--- src/design/mdss_pkg.sv ---
`default_nettype none
package mdss_pkg;

  localparam int unsigned NUM_STATES = 19;

  typedef enum logic [4:0] {
    ST_ICLWAIT               = 5'd0,
    ST_IDLE                  = 5'd1,
    ST_IDLE_ALIGNMENT        = 5'd2,
    ST_ALIGN_CHARGE_BOOT_CAP = 5'd3,
    ST_ALIGN_OFFSET_CALIB    = 5'd4,
    ST_ALIGN_CLEAR           = 5'd5,
    ST_ALIGNMENT             = 5'd6,
    ST_IDLE_READY            = 5'd7,
    ST_CHARGE_BOOT_CAP       = 5'd8,
    ST_OFFSET_CALIB          = 5'd9,
    ST_CLEAR                 = 5'd10,
    ST_START                 = 5'd11,
    ST_START_RUN             = 5'd12,
    ST_RUN                   = 5'd13,
    ST_ANY_STOP              = 5'd14,
    ST_STOP                  = 5'd15,
    ST_STOP_IDLE             = 5'd16,
    ST_FAULT_ACTIVE          = 5'd17,
    ST_FAULT_OVER            = 5'd18
  } mode_t;

  typedef enum logic [1:0] {
    OP_INIT    = 2'd0,
    OP_REQUEST = 2'd1,
    OP_FAULT   = 2'd2,
    OP_ACK     = 2'd3
  } op_t;

  typedef enum logic [0:0] {
    REG_START_STATE  = 1'b0,
    REG_SW_ERROR_BIT = 1'b1
  } reg_idx_t;

  localparam logic [4:0]  START_STATE_RESET = 5'd7;
  localparam logic [15:0] SW_ERROR_RESET    = 16'd128;

  typedef struct packed {
    op_t         func;
    logic [4:0]  requested_state;
    logic [15:0] set_errors;
    logic [15:0] reset_errors;
  } req_t;

  typedef struct packed {
    logic [4:0]  current_state;
    logic        changed;
    logic        acknowledged;
    logic [15:0] faults_present;
    logic [15:0] faults_seen;
  } rsp_t;

  typedef struct packed {
    logic [4:0]  start_state;
    logic [15:0] sw_error_bit;
  } cfg_t;

  function automatic logic [NUM_STATES-1:0] allowed_next(input mode_t m);
    logic [NUM_STATES-1:0] a;
    a = '0;
    case (m)
      ST_ICLWAIT:               a[ST_IDLE] = 1'b1;
      ST_IDLE: begin
        a[ST_IDLE_READY] = 1'b1;
        a[ST_IDLE_ALIGNMENT] = 1'b1;
        a[ST_ICLWAIT] = 1'b1;
      end
      ST_IDLE_ALIGNMENT: begin
        a[ST_ANY_STOP] = 1'b1;
        a[ST_ALIGN_CHARGE_BOOT_CAP] = 1'b1;
        a[ST_ALIGN_OFFSET_CALIB] = 1'b1;
      end
      ST_ALIGN_CHARGE_BOOT_CAP: begin
        a[ST_ALIGN_OFFSET_CALIB] = 1'b1;
        a[ST_ANY_STOP] = 1'b1;
      end
      ST_ALIGN_OFFSET_CALIB: begin
        a[ST_ALIGN_CLEAR] = 1'b1;
        a[ST_ANY_STOP] = 1'b1;
      end
      ST_ALIGN_CLEAR: begin
        a[ST_ALIGNMENT] = 1'b1;
        a[ST_ANY_STOP] = 1'b1;
      end
      ST_ALIGNMENT:             a[ST_ANY_STOP] = 1'b1;
      ST_IDLE_READY: begin
        a[ST_ANY_STOP] = 1'b1;
        a[ST_CHARGE_BOOT_CAP] = 1'b1;
        a[ST_START] = 1'b1;
        a[ST_OFFSET_CALIB] = 1'b1;
        a[ST_IDLE_ALIGNMENT] = 1'b1;
      end
      ST_CHARGE_BOOT_CAP: begin
        a[ST_OFFSET_CALIB] = 1'b1;
        a[ST_ANY_STOP] = 1'b1;
      end
      ST_OFFSET_CALIB: begin
        a[ST_CLEAR] = 1'b1;
        a[ST_ANY_STOP] = 1'b1;
      end
      ST_CLEAR: begin
        a[ST_START] = 1'b1;
        a[ST_ANY_STOP] = 1'b1;
      end
      ST_START: begin
        a[ST_START_RUN] = 1'b1;
        a[ST_ANY_STOP] = 1'b1;
      end
      ST_START_RUN: begin
        a[ST_RUN] = 1'b1;
        a[ST_ANY_STOP] = 1'b1;
      end
      ST_RUN:                   a[ST_ANY_STOP] = 1'b1;
      ST_ANY_STOP:              a[ST_STOP] = 1'b1;
      ST_STOP:                  a[ST_STOP_IDLE] = 1'b1;
      ST_STOP_IDLE: begin
        a[ST_IDLE] = 1'b1;
        a[ST_ICLWAIT] = 1'b1;
      end
      default:                  a = '0;
    endcase
    return a;
  endfunction

endpackage
`default_nettype wire

--- src/design/motor_drive_state_sequencer.sv ---
// a request word is held in the input register, and its response word is registered in the response register
// one word per cycle while rsp_ready does not stall the output; input register, state update and response register
// the mode and fault words update as a word leaves the input register
// reset (synchronous, active high): mode IDLE_READY, both fault words zero,
// start_state 7, sw_error_bit 0x0080, both stages empty
`default_nettype none
module motor_drive_state_sequencer (
  input  wire logic           clk,
  input  wire logic           rst,
  input  wire logic           req_valid,
  output logic                req_ready,
  input  wire mdss_pkg::req_t req,
  output logic                rsp_valid,
  input  wire logic           rsp_ready,
  output mdss_pkg::rsp_t      rsp,
  input  wire logic           psel,
  input  wire logic           penable,
  input  wire logic           pwrite,
  input  wire logic [2:0]     paddr,
  input  wire logic [31:0]    pwdata,
  output logic [31:0]         prdata,
  output logic                pready
);

  mdss_pkg::cfg_t cfg;
  mdss_pkg::req_t word;
  mdss_pkg::rsp_t result;
  logic           word_valid;
  logic           fire;

  assign fire      = word_valid && (!rsp_valid || rsp_ready);
  assign req_ready = !word_valid || fire;

  mdss_cfg u_cfg (
    .clk     (clk),
    .rst     (rst),
    .psel    (psel),
    .penable (penable),
    .pwrite  (pwrite),
    .paddr   (paddr),
    .pwdata  (pwdata),
    .prdata  (prdata),
    .pready  (pready),
    .cfg     (cfg)
  );

  mdss_core u_core (
    .clk    (clk),
    .rst    (rst),
    .cfg    (cfg),
    .fire   (fire),
    .word   (word),
    .result (result)
  );

  always_ff @(posedge clk) begin
    if (rst) begin
      word_valid <= 1'b0;
    end else if (req_ready) begin
      word_valid <= req_valid;
    end
  end

  always_ff @(posedge clk) begin
    if (req_ready && req_valid) begin
      word <= req;
    end
  end

  always_ff @(posedge clk) begin
    if (rst) begin
      rsp_valid <= 1'b0;
    end else if (!rsp_valid || rsp_ready) begin
      rsp_valid <= word_valid;
    end
  end

  always_ff @(posedge clk) begin
    if (fire) begin
      rsp <= result;
    end
  end

endmodule
`default_nettype wire

--- src/design/mdss_cfg.sv ---
`default_nettype none
module mdss_cfg (
  input  wire logic              clk,
  input  wire logic              rst,
  input  wire logic              psel,
  input  wire logic              penable,
  input  wire logic              pwrite,
  input  wire logic [2:0]        paddr,
  input  wire logic [31:0]       pwdata,
  output logic [31:0]            prdata,
  output logic                   pready,
  output mdss_pkg::cfg_t         cfg
);

  logic             wr_en;
  mdss_pkg::reg_idx_t idx;

  assign pready = 1'b1;
  assign wr_en  = psel && penable && pwrite;
  assign idx    = mdss_pkg::reg_idx_t'(paddr[2]);

  always_ff @(posedge clk) begin
    if (rst) begin
      cfg.start_state  <= mdss_pkg::START_STATE_RESET;
      cfg.sw_error_bit <= mdss_pkg::SW_ERROR_RESET;
    end else if (wr_en) begin
      case (idx)
        mdss_pkg::REG_START_STATE:  cfg.start_state  <= pwdata[4:0];
        mdss_pkg::REG_SW_ERROR_BIT: cfg.sw_error_bit <= pwdata[15:0];
        default: ;
      endcase
    end
  end

  always_comb begin
    case (idx)
      mdss_pkg::REG_START_STATE:  prdata = {27'd0, cfg.start_state};
      mdss_pkg::REG_SW_ERROR_BIT: prdata = {16'd0, cfg.sw_error_bit};
      default:                    prdata = '0;
    endcase
  end

endmodule
`default_nettype wire

--- src/design/mdss_core.sv ---
`default_nettype none
module mdss_core (
  input  wire logic           clk,
  input  wire logic           rst,
  input  wire mdss_pkg::cfg_t cfg,
  input  wire logic           fire,
  input  wire mdss_pkg::req_t word,
  output mdss_pkg::rsp_t      result
);

  mdss_pkg::mode_t mode, mode_next;
  logic [15:0]     fault_cur, fault_cur_next;
  logic [15:0]     fault_hist, fault_hist_next;
  logic [mdss_pkg::NUM_STATES-1:0] allowed;
  logic            req_ok;
  logic            apply;
  logic [15:0]     set_m, clr_m;
  logic            changed, acked;
  mdss_pkg::mode_t mode_mid;
  logic [15:0]     now_mid, hist_mid;

  assign allowed = mdss_pkg::allowed_next(mode);
  assign req_ok  = (word.requested_state < 5'(mdss_pkg::NUM_STATES))
                   && allowed[word.requested_state];

  always_comb begin
    mode_mid = mode;
    now_mid  = fault_cur;
    hist_mid = fault_hist;
    changed  = 1'b0;
    acked    = 1'b0;
    apply    = 1'b0;
    set_m    = '0;
    clr_m    = '0;
    case (word.func)
      mdss_pkg::OP_INIT: begin
        mode_mid = (cfg.start_state < 5'(mdss_pkg::NUM_STATES))
                   ? mdss_pkg::mode_t'(cfg.start_state) : mdss_pkg::ST_IDLE_READY;
        now_mid  = '0;
        hist_mid = '0;
      end
      mdss_pkg::OP_REQUEST: begin
        if (req_ok) begin
          mode_mid = mdss_pkg::mode_t'(word.requested_state);
          changed  = 1'b1;
        end else if (!(word.requested_state inside {mdss_pkg::ST_IDLE_READY,
                       mdss_pkg::ST_IDLE_ALIGNMENT, mdss_pkg::ST_ANY_STOP})) begin
          apply = 1'b1;
          set_m = cfg.sw_error_bit;
        end
      end
      mdss_pkg::OP_FAULT: begin
        apply = 1'b1;
        set_m = word.set_errors;
        clr_m = word.reset_errors;
      end
      mdss_pkg::OP_ACK: begin
        if (mode == mdss_pkg::ST_FAULT_OVER) begin
          mode_mid = mdss_pkg::ST_STOP_IDLE;
          hist_mid = '0;
          acked    = 1'b1;
        end
      end
      default: ;
    endcase
  end

  always_comb begin
    mode_next       = mode_mid;
    fault_cur_next  = now_mid;
    fault_hist_next = hist_mid;
    if (apply) begin
      fault_cur_next  = (fault_cur | set_m) & ~clr_m;
      fault_hist_next = fault_hist | set_m;
      if (mode == mdss_pkg::ST_FAULT_ACTIVE) begin
        if (fault_cur_next == '0) mode_next = mdss_pkg::ST_FAULT_OVER;
      end else if (fault_cur_next != '0) begin
        mode_next = mdss_pkg::ST_FAULT_ACTIVE;
      end
    end
  end

  always_ff @(posedge clk) begin
    if (rst) begin
      mode       <= mdss_pkg::ST_IDLE_READY;
      fault_cur  <= '0;
      fault_hist <= '0;
    end else if (fire) begin
      mode       <= mode_next;
      fault_cur  <= fault_cur_next;
      fault_hist <= fault_hist_next;
    end
  end

  assign result.current_state  = mode_next;
  assign result.changed        = changed;
  assign result.acknowledged   = acked;
  assign result.faults_present = fault_cur_next;
  assign result.faults_seen    = fault_hist_next;

endmodule
`default_nettype wire

--- config.mk ---
export PLATFORM = sky130hd
export DESIGN_NAME = motor_drive_state_sequencer
export DESIGN_NICKNAME = d
export VERILOG_FILES = /design/src/design/mdss_pkg.sv /design/src/design/motor_drive_state_sequencer.sv /design/src/design/mdss_cfg.sv /design/src/design/mdss_core.sv
export SDC_FILE = /design/constraint.sdc
export NUM_CORES = 1
export LEC_CHECK = 0
export ABC_AREA = 0
export BUFFER_PORTS_ARGS = -buffer_cell sky130_fd_sc_hd__buf_2
export CAP_MARGIN = 0
export CELL_PAD_IN_SITES_DETAIL_PLACEMENT = 1
export CELL_PAD_IN_SITES_GLOBAL_PLACEMENT = 1
export CORE_ASPECT_RATIO = 2
export CORE_MARGIN = 5
export CORE_UTILIZATION = 37
export CTS_CLUSTER_DIAMETER = 50
export DETAILED_ROUTE_END_ITERATION = 6
export HOLD_SLACK_MARGIN = 0.08
export PLACE_DENSITY_LB_ADDON = 0.15
export SLEW_MARGIN = 20
export SYNTH_ARGS = -nofsm -noshare
export SYNTH_HDL_FRONTEND = slang
export SYNTH_SLANG_ARGS = --single-unit
--- constraint.sdc ---
create_clock -name clk -period 2.9 [get_ports clk]
set_input_delay 0.145 -clock clk [delete_from_list [all_inputs] [get_ports clk]]
set_output_delay 0.145 -clock clk [all_outputs]
set_load 0.005 [all_outputs]
# Word-level counts from Yosys, hierarchy flattened
# Index checks and enable logic that the tools add are counted.
[totals]
register_bits = 138
inputBits = 81
[classes]
magnitude_cmp = 3
eq_ne = 24
mux = 42
bitwise = 5
reduce_logical = 23
[ops]
columns = ["operator", "count"]
rows = [
  ["16-bit two-way mux", 7],
  ["16-bit one-hot mux with 2 select lines", 2],
  ["32-bit one-hot mux with 2 select lines", 1],
  ["5-bit by 4-bit == test with 1-bit output, second input constant", 9],
  ["5-bit two-way mux", 7],
  ["16-bit bitwise OR", 2],
  ["5-bit by 3-bit == test with 1-bit output, second input constant", 5],
  ["1-bit two-way mux", 22],
  ["16-bit AND", 1],
  ["16-bit zero test", 1],
  ["16-bit inverter", 1],
  ["16-bit nonzero test", 1],
  ["5-bit by 2-bit == test with 1-bit output, second input constant", 3],
  ["5-bit == test, second input constant", 3],
  ["5-bit one-hot mux with 3 select lines", 1],
  ["12-bit OR reduction", 1],
  ["2-bit OR reduction", 6],
  ["5-bit less-than comparator, second input constant", 2],
  ["5-bit by 6-bit less-than comparator with 1-bit output, second input constant", 1],
  ["1-bit binary-select mux with 5-bit select", 1],
  ["5-bit by 1-bit == test with 1-bit output, second input constant", 1],
  ["1-bit logical AND", 5],
  ["5-bit zero test", 1],
  ["2-bit == test, second input constant", 2],
  ["8 further kinds", 11],
]

# Logic depth before layout (Yosys ltp)
[logic_depth]
ltp_word = 14
mapped_depth = 12
ltp_nobuf = 10

# By module
# A second synthesis with hierarchy kept.
[unflattened]
hier_cells = 694
area_unflattened_um2 = 7174.4
[by_module_without_submodules]
columns = ["mod", "n_inst", "cells_per_inst", "area_each_um2", "seq_area_each_um2"]
rows = [
  ["mdss_core", 1, 479, 3509.6, 740.7],
  ["motor_drive_state_sequencer", 1, 88, 2446.1, 2382.3],
  ["mdss_cfg", 1, 127, 1218.7, 420.4],
]

# Worst setup path before layout
# No wires, ideal clock.
[synth_timing]
path_kind = "flip-flop to flip-flop"
start = "register, netlist name word[37]"
end = "register u_core.mode[3]"
arrival_ps = 2653
slack_ps = 159
path_stages_with_launch = 12
path_cell_list = "edfxtp_1 > inv_1 > ha_1 > clkbuf_1 > and3_1 > o31ai_1 > nand3_1 > or3_1 > a31o_1 > xnor2_2 > and3_1 > nor4_2"
[synth_between]
elab_chain_len = 8
word_cells_on_any_way = 17
cone_classes = "eq/ne (3); mux (8); bitwise (3); reduce/logical (3)"
[synth_rtl]
columns = ["element", "line_no", "text"]
rows = [
  ["2-bit == test or 2-bit by 1-bit == test with 1-bit output (tied branches)", "mdss_core.sv:35", "case (word.func)"],
  ["16-bit one-hot mux with 2 select lines or 16-bit two-way mux (tied branches)", "mdss_core.sv:35", ""],
  ["16-bit bitwise OR or 16-bit inverter (tied branches)", "mdss_core.sv:73", "fault_cur_next = (fault_cur | set_m) & ~clr_m;"],
  ["16-bit AND", "mdss_core.sv:73", ""],
  ["16-bit nonzero test or 16-bit zero test (tied branches)", "mdss_core.sv:77, mdss_core.sv:76", ""],
  ["5-bit two-way mux (on tied branches)", "mdss_core.sv:77, mdss_core.sv:76", ""],
  ["5-bit two-way mux", "mdss_core.sv:75", "if (mode == mdss_pkg::ST_FAULT_ACTIVE) begin"],
  ["5-bit two-way mux *", "mdss_core.sv:72", "if (apply) begin"],
  ["end signal, assigned", "mdss_core.sv:85", "mode <= mdss_pkg::ST_IDLE_READY;"],
  ["end signal, assigned", "mdss_core.sv:89", "mode <= mode_next;"],
  ["end, declared", "mdss_core.sv:11", "mdss_pkg::mode_t mode, mode_next;"],
]
# Mark *: on every way between the ends. The rest lies on a longest branch, timed or not.
# A chain may end at the register's enable or synchronous reset.

==> summary.md <==
| Metric | Value |
|---|---|
| Status | finished with violations |
| Failing checks | negative setup slack |
| Reg2Reg Launch Point | word[37] |
| Setup CP Type | flop to flop |
| Initial DRC count | 253 |
| Fmax achieved | 345 MHz |
| Leak | 3.74 nW |
| P&R area growth vs syn | 39.7% |
| Flop-to-flop setup slack | -2 ps |
| Die Y | 202 um |
| Syn. warnings | 0 |
| Final Hold Viols | 0 |
| Die area | 21300 sq um |
| Area of the multi-input gates | 3040 sq um |
| Placed instance count | 1033 |
| WP buf/inv | 3 |
| Vias in the first global route | 6813 |
| First-pass GRT wire length | 37.5 mm |
| Fin crit period | 2900 ps |
| Crit path launch type | flop |
| Hold Path Origin | rsp_ready |
| Port Buffers | 119 |
| Worst reg2reg endpoint | rsp[37] |
| Site Rows | 70 |
| H-tree depth | 4 |
| Vias per std cell | 5.49 |
| Ys flop type | edfxtp_1 |
| Most common library cells after synthesis | edfxtp_1, nor2_1, nand2_1, a21oi_1, dfxtp_1 |
| Final period util | 100% |
| PwrDens | 560 nW/um^2 |
| Chain of cells forming the critical path | inv_2, buf_6, ha_4, buf_12, and3_1, o31ai_2, nand4_1, or3_1, a31o_1, xnor2_2, and2_4, nor2_2 |
| Worst-margin pin slew | 1020 ps |
| Synth top area share | 34.5% |
| CP Max Fanout | 6 |
| Core ar. | 18200 sq um |
| WHS Path Cells | 4 |
| Min-delay worst type | primary input to flop |
| Initial core utilization | 37.3% |
| Critical path's top delay family | simple AND/OR/NAND/NOR gates |
| Mapped Area | 6790 sq um |
| Final setup margin | -1.93 ps |
| CP max stage delay | 410 ps |
| Worst Reg-to-Reg Cells | 12 |
| CTS Buf Count | 17 |
| Crit path DAT | 3090 ps |
| CTS max path bufs | 2 |
| Total track usage | 23.3% |
| Max-Slew Margin vs Limit | 31.5% |
| CTS clk-pin slew, worst paths | 60 ps |
| Critical Path RT | 3090 ps |
| Placer congestion estimate | 0.876 |
| Max_cap viols | 0 |
| Max Slew Vio Count | 0 |
| Area contributors post-synth | edfxtp_1, dfxtp_1, a21oi_1 |
| Mapped Cells | 677 |
| CTS tree | yes |
| Remaining Overflow, GRT | 0 |
| Max rail drop VDD | 0.000436 V |
| I/O Pins | 155 |
| Antenna-violating nets left | 0 |
| Die span in x | 106 um |
| CP endpoint kind | flop |
| RSZ-0062 raised after global routing | true |
| Final setup viols | 2 |
| Largest net degree at the start of global routing | 56 |
| CP max stage cell | edfxtp_1 |
| Non-filler cells, final | 1140 |
| Cell taking the most area after synthesis | edfxtp_1 |
| Clock sinks | 138 |
| Wire length per cell | 22.4 um |
| Routed Wire Length | 25.5 mm |
| Final Skew | 7.23 ps |
| Sequential element share of the synthesized area | 52.2% |
| N_diodes | 0 |
| DR pass1 iterations | 5 |
| Initial antenna violation count | 0 |
| Register bit count reported by yosys | 138 |
| Worst skew pair latency | 430 ps |
| WHS Endpoint | rsp_valid |
| EDFF count, synth | 78 |
| Root buffer cell | clkbuf_16 |
| Via count | 6259 |
| Ratio of cells with drive above 1 in the final layout | 32.4% |
| Cell variety after synth | 75 |
| Drc violations | 0 |
| Post-synthesis average cell area | 10.0 sq um |
| Nets | 997 |
| Ys async rst share | 0% |
| Post-layout util | 52.1% |
| Fillers | 2044 |
| Flip-flop and latch area | 3550 sq um |
| DP HPWL | 18.7 mm |
## tightest hold or removal path: stages
cell and delay, ps:
buf_2 80, nor2b_1 70, nor2_1 110, nor2_1 50
## final cells by class
cell class                 instances  area share, %
timing repair buffer             261           20.9
clock buffer                      18           4.52
inverter                          14          0.554
sequential                       138           37.4
clock inverter                    14           1.79
tap                              216           2.85
multi-input combinational        479           32.0
## layer usage
| metal | track usage, % | vias to the layer above | wire length, um |
|---|---|---|---|
| met5 | 0 | - | 0 |
| met1 | 20.6 | 3092 | 8220 |
| met2 | 46.9 | 192 | 14800 |
| met3 | 3.37 | 75 | 747 |
| li1 | - | 2900 | - |
| met4 | 14.8 | 0 | 1740 |
## power by group
part	leakage, nW	internal (mW)	switching [mW]
Combinational	2.24	0.384	0.420
Sequential	1.23	2.18	0.0860
Clock	0.275	1.36	0.892
## per-stage QoR
| stage | instance area, sq um | total power [mW] | setup WS, ps | setup TNS (ps) | hold WS [ps] |
|---|---|---|---|---|---|
| 2_1_floorplan | 6850 | 2.66 | 159 | 0 | 244 |
| 3_3_place_gp | 7960 | 2.94 | -127 | -473 | 322 |
| 3_5_place_dp | 7960 | 2.97 | -187 | -971 | 323 |
| 4_1_cts | 9190 | 5.30 | 2.71 | 0 | 82.4 |
| 5_1_grt | 9490 | 5.50 | -55.5 | -235 | 95.3 |
| 6_report | 9490 | 5.31 | -1.93 | -2.83 | 80.6 |
## how the worst max path moves through the flow
stage / cells past startpoint / to / slack, ps / from
final: 12 / rsp[37] / -2 / word[37]
after global routing: 12 / rsp[37] / -60 / word[37]
after CTS: 11 / rsp[36] / 3 / word[38]
after detailed placement: 12 / rsp[36] / -190 / word[37]
after global placement: 12 / rsp[37] / -130 / word[37]
after floorplan: 11 / u_core.mode[3] / 160 / word[37]
## logic make-up after synthesis
logic type               Yosys count  synth area share (%)
AND/OR/NAND/NOR                  244                  17.8
AO/OA/AOI/OAI                    199                  20.9
flip-flops                       138                  52.2
buffers and inverters             75                  5.90
multiplexers                      10                  1.55
adder cells (fa/ha/maj)            5                 0.921
XOR/XNOR                           4                 0.627
other                              2                 0.111
## timing repair
item | 4_1_cts | 5_1_grt
setup endpoints to repair | 10 | 15
pin swaps | 6 | 8
gates cloned | 0 | 2
hold endpoints to repair | 61 | 0
hold buffers | 56 | 0
setup buffers | 1 | 16
gates resized for setup | 13 | 34
## cells in the final DEF, fill, tap and decap left out, types with 4 or more instances in the layout
| cell | count |
|---|---|
| conb_1 | 17 |
| a211o_1 | 6 |
| or3_1 | 4 |
| clkbuf_16 | 19 |
| a31oi_1 | 6 |
| a31o_2 | 4 |
| nor3b_1 | 5 |
| a22oi_1 | 13 |
| a22o_1 | 15 |
| o21ai_1 | 10 |
| o21a_1 | 10 |
| a21oi_1 | 63 |
| buf_6 | 4 |
| and3_1 | 6 |
| nor2b_1 | 14 |
| inv_6 | 4 |
| mux2_2 | 4 |
| nand2b_1 | 8 |
| mux2i_1 | 6 |
| o21ai_2 | 12 |
| edfxtp_1 | 78 |
| a32oi_1 | 4 |
| dlygate4sd3_1 | 56 |
| buf_4 | 69 |
| buf_12 | 9 |
| inv_1 | 11 |
| nand2_1 | 74 |
| nand3b_1 | 4 |
| and2_1 | 13 |
| nand4_1 | 4 |
| o21ai_0 | 12 |
| dfxtp_1 | 57 |
| nor2_1 | 76 |
| a311oi_2 | 7 |
| buf_2 | 119 |
| clkinvlp_4 | 5 |
## state kept, by name, summed over array words and instances (netlist names)
| register | cells |
|---|---|
| u_core.mode | 5 |
| word | 39 |
| rsp | 39 |
| rsp_valid | 1 |
| u_core.fault_cur | 16 |
| word_valid | 1 |
| u_cfg.cfg | 21 |
| u_core.fault_hist | 16 |
(Power assumes the default switching activity.)
